**src/rtl/stma_ram.sv**
```systemverilog
// Generic single-write, single-read RAM with registered read data.
module stma_ram #(
    parameter int WIDTH = 8,
    parameter int DEPTH = 16
) (
    input  logic                     i_clk,
    input  logic                     i_we,
    input  logic [$clog2(DEPTH)-1:0] i_waddr,
    input  logic [WIDTH-1:0]         i_wdata,
    input  logic [$clog2(DEPTH)-1:0] i_raddr,
    output logic [WIDTH-1:0]         o_rdata
);

    logic [WIDTH-1:0] r_mem [DEPTH];
    logic [WIDTH-1:0] r_rdata;

    always_ff @(posedge i_clk) begin
        if (i_we) begin
            r_mem[i_waddr] <= i_wdata;
        end
        r_rdata <= r_mem[i_raddr];
    end

    assign o_rdata = r_rdata;

endmodule

```
**config.mk**
```make
export PLATFORM = sky130hd
export DESIGN_NAME = stma_ram
export DESIGN_NICKNAME = d
export VERILOG_FILES = /design/src/rtl/stma_ram.sv
export SDC_FILE = /design/constraint.sdc
export NUM_CORES = 1
export LEC_CHECK = 0
export ABC_CLOCK_PERIOD_IN_PS = 2100
export BUFFER_PORTS_ARGS = -buffer_cell sky130_fd_sc_hd__buf_2
export CORE_MARGIN = 8
export CORE_UTILIZATION = 40
export DETAILED_ROUTE_END_ITERATION = 10
export HOLD_SLACK_MARGIN = 0.12
export PLACE_DENSITY = 0.6
export SYNTH_ARGS = -nofsm -noshare
export SYNTH_HDL_FRONTEND = slang
export SYNTH_SLANG_ARGS = --single-unit
```
**constraint.sdc**
```tcl
create_clock -name i_clk -period 2.1 [get_ports i_clk]
set_input_delay 0.105 -clock i_clk [delete_from_list [all_inputs] [get_ports i_clk]]
set_output_delay 0.105 -clock i_clk [all_outputs]
set_load 0.005 [all_outputs]
```
Word level (Yosys, flattened, before mapping)
Memories as Yosys holds them, arrays and structs flattened. A register that Yosys moved wholly into a read port is not among the register bits.
Index checks and enable logic that the tools add are counted.

cells by class
  multiplexer cells = 2

operator list
  kind              count
  1-bit 2-to-1 mux  2

word-level totals
  memories kept = 1
  register bits after elaboration = 0
  output and inout port bits = 8
  bits in writable memories = 128
  logic and storage cells = 3

memory list
  memory  words  width  read ports  clocked after memory_dff  wr ports  line  source
  r_mem   16     8      1           1                         1         14    logic [WIDTH-1:0] r_mem [DEPTH];

Depth between registers and ports, before layout
  depth in word-level cells = 2
  mapped depth = 5
  gate-level depth less buffers = 3

Worst setup path after synthesis
No wires, ideal clock.

  path type = input port to flip-flop
  start point = in i_waddr[2]
  end point = mem r_mem[0][0], enable pin
  slack = 502 ps
  stages = 2
  data required time = 1717 ps
  path buffers = 0
  arrival time = 1215 ps
  cells stage by stage = or3b_2 > nor3_1

RTL lines
  element          line  source
  start, declared  8     input logic [$clog2(DEPTH)-1:0] i_waddr,
  end, declared    14

Straight into the memory's write port.

==> results.md <==
* Initial Util at 0.4079
* Dominant synthesized flop cell: edfxtp_1
* Period utilisation layout at 0.6487
* Die width at 129.4 microns
* Mapped Area at 0.005147 sq mm
* Final period demand of the worst path at 1.362 ns
* Post-synth top area share at 0.7467
* Max incr delay on CP at 0.52 ns
* All-layer global routing usage at 0.1283
* Area of the core at 0.01262 sq mm
* IO Pins at 26
* Routed vias at 2398
* CP top delay family: multiplexers
* Die Ht at 129.4 microns
* Initial antenna violation count at 0
* Worst Max-Slew Pin Slew at 0.5875 ns
* Reg2reg setup slack at 0.74 ns
* CTS tree: done
* Clock tree root driver cell: clkbuf_16
* Clk slew on worst S/H paths at 0.06 ns
* Final #Nets at 309
* Clk_lat worst skew at 0.41 ns
* CTS Buf Count at 17
* Fill cells at 1061
* Post-synthesis register bit count at 136
* Cts repair resizes at 0
* Post-synth EDFFs at 128
* Outcome: finished, final reports clean
* Die ar. at 0.01675 sq mm
* Power Density at 989.3 mW/mm^2
* Largest net degree at the start of global routing at 33
* WP data required at 2.39 ns
* DR iter-0 viols at 221
* Clock share of power at 0.458
* Main area contributors after synthesis: edfxtp_1 (75%), mux4_2 (7.9%), mux4_1 (7.1%)
* Post-Synthesis Cells at 229
* WP data arrival at 1.65 ns
* Multi-input gate area at 0.001057 sq mm
* Final setup violation count at 0
* Critical path origin: r_mem[1][3]
* Clock sink total at 136
* Post-CTS Setup Inserts at 0
* First-pass GRT wire length at 15140 microns
* CP max FO at 1
* Netlist cell types at 19
* FF+latch area at 0.004004 sq mm
* DRT Pass-1 Iters at 5
* Std cell rows at 41
* Worst Path Buf+Inv at 0
* Antenna cell count at 0
* Leakage power at 2.105 nW
* YS warnings at 0
* Switching share of power at 0.1998
* Avg WL per Cell at 20.80 microns
* Post-route ant nets at 0
* Unrepaired setup endpoints after global routing: no
* Setup TNS at 0 ns
* Post-synth top cells: edfxtp_1 (128), mux4_2 (18), a22oi_1 (16)
* Hold Startpoint: i_we
* Vias in the first global route at 2547
* Remaining DRCs at 0
* Comb pwr share at 0.047
* Reg power frac at 0.495
* Number of max-cap violations at 0
* Setup crit end kind: flip-flop
* H-tree levels at 4
* CTS max path bufs at 2
* Setup Crit Path Kind: reg -> reg
* Vias per cell at 5.048
* Final hold violations at 0
* Count leader, synth: edfxtp_1
* Hold slack at 0.2356 ns
* Peak Freq at 0.7340 GHz
* Clock skew at 0.005210 ns
* Share of cells above drive strength 1 at 0.3102
* Pint at 4.931 mW
* Area growth syn-to-layout at 21.00%
* Sw power at 1.231 mW
* Critical Path, Cell by Cell: mux4_1 > a22oi_1 > nand2_1
* Port buffer count at 25
* Gr ovfl total at 0
* Worst min path class: in -> reg
* Share of synthesized registers carrying an async set or reset at 0
* Dpl hpwl at 6431 microns
* Non-filler cells, final at 475
* Slowest-stage cell, CP: mux4_1
* RR Startpoint: r_mem[1][3]
* Syn avg cell area at 22.48 sq um
* Startpoint Class: flip-flop
* Part of the Yosys area used for sequential elements at 0.7778
* Max transition margin at 0.6069
* Gpl congestion at 0.8199
* Hold Buf Count CTS at 8
* Cell taking the most area after synthesis: edfxtp_1
* Tot Pwr at 6.162 mW
* Syn nets at 247
* Slew Viols, Final at 0
* Placed insts at 436
* VDD IR-drop max at 0.5142 mV
* Routed WL at 9882 microns
-- cell type report --
class                   count  area share
multi-input cells          83      0.1697
flip-flops and latches    136      0.6428
clock inverters            12     0.02069
repair buffers             53     0.06107
well taps                 172     0.03455
clock buffers              19     0.07111
-- kinds of logic (layout without fill, tap and decap cells) --
family                 Yosys count  count (layout)  share of synthesized area
flip-flops                     136             136                     0.7778
AND/OR/NAND/NOR                 35              35                    0.03184
multiplexers                    32              32                     0.1502
AO/OA/AOI/OAI                   16              16                    0.02334
buffers and inverters           10              84                    0.01677
-- layer usage --
layer / global-route usage / vias to the layer above / routed length (microns)
met4: 0.05738 / 0 / 137
met1: 0.1566 / 1232 / 4240
met3: 0.03862 / 9 / 502
met2: 0.2071 / 64 / 5002
met5: 0 / - / 0
li1: - / 1093 / -
-- final timing paths --
kind                 end  cells after the start
max           o_rdata[3]                      3
min          r_mem[6][5]                      3
max reg2reg   o_rdata[3]                      3
min reg2reg   o_rdata[5]                      3
-- cells in the final DEF (no fill, tap or decap) --
cell type / n
edfxtp_1: 128
bufinv_16: 2
mux4_1: 14
nand2b_1: 2
nor3_1: 4
buf_4: 18
buf_12: 2
nand3_1: 1
a22oi_1: 16
and2b_1: 1
dfxtp_1: 8
nand3b_1: 2
or3b_2: 1
and2_1: 1
nor2b_1: 1
mux4_2: 18
nor2_1: 13
clkbuf_1: 1
buf_2: 25
clkbuf_8: 1
clkinvlp_4: 6
clkinv_4: 1
dlygate4sd3_1: 8
clkinv_2: 3
clkbuf_16: 17
nand2_1: 9
-- registers in the layout (all words and copies together) (netlist names) --
signal and count:
o_rdata 8, r_mem 128
-- through the flow --
stage | util | cell area, sq um | worst slack, ns
global route | 0.4936 | 6228 | 0.6240
CTS | 0.4936 | 6228 | 0.7294
finish | 0.4936 | 6228 | 0.7376
detailed placement | 0.4419 | 5577 | 0.4958
floorplan | - | 5147 | 0.5021
global placement | 0.4419 | 5577 | 0.5164
-- power by group through the flow --
stage | Clock, mW | Combinational (mW) | Sequential, mW
CTS | 2.86 | 0.299 | 3.05
detailed placement | 0 | 0.286 | 3.11
global route | 2.97 | 0.319 | 3.06
finish | 2.82 | 0.290 | 3.05
floorplan | 0 | 0.154 | 3.11
global placement | 0 | 0.280 | 3.11
-- worst min-delay path, stage by stage --
cell and delay [ns]:
buf_2 0.12, nand3b_1 0.15, nor2_1 0.10
(Power assumes the default switching activity.)
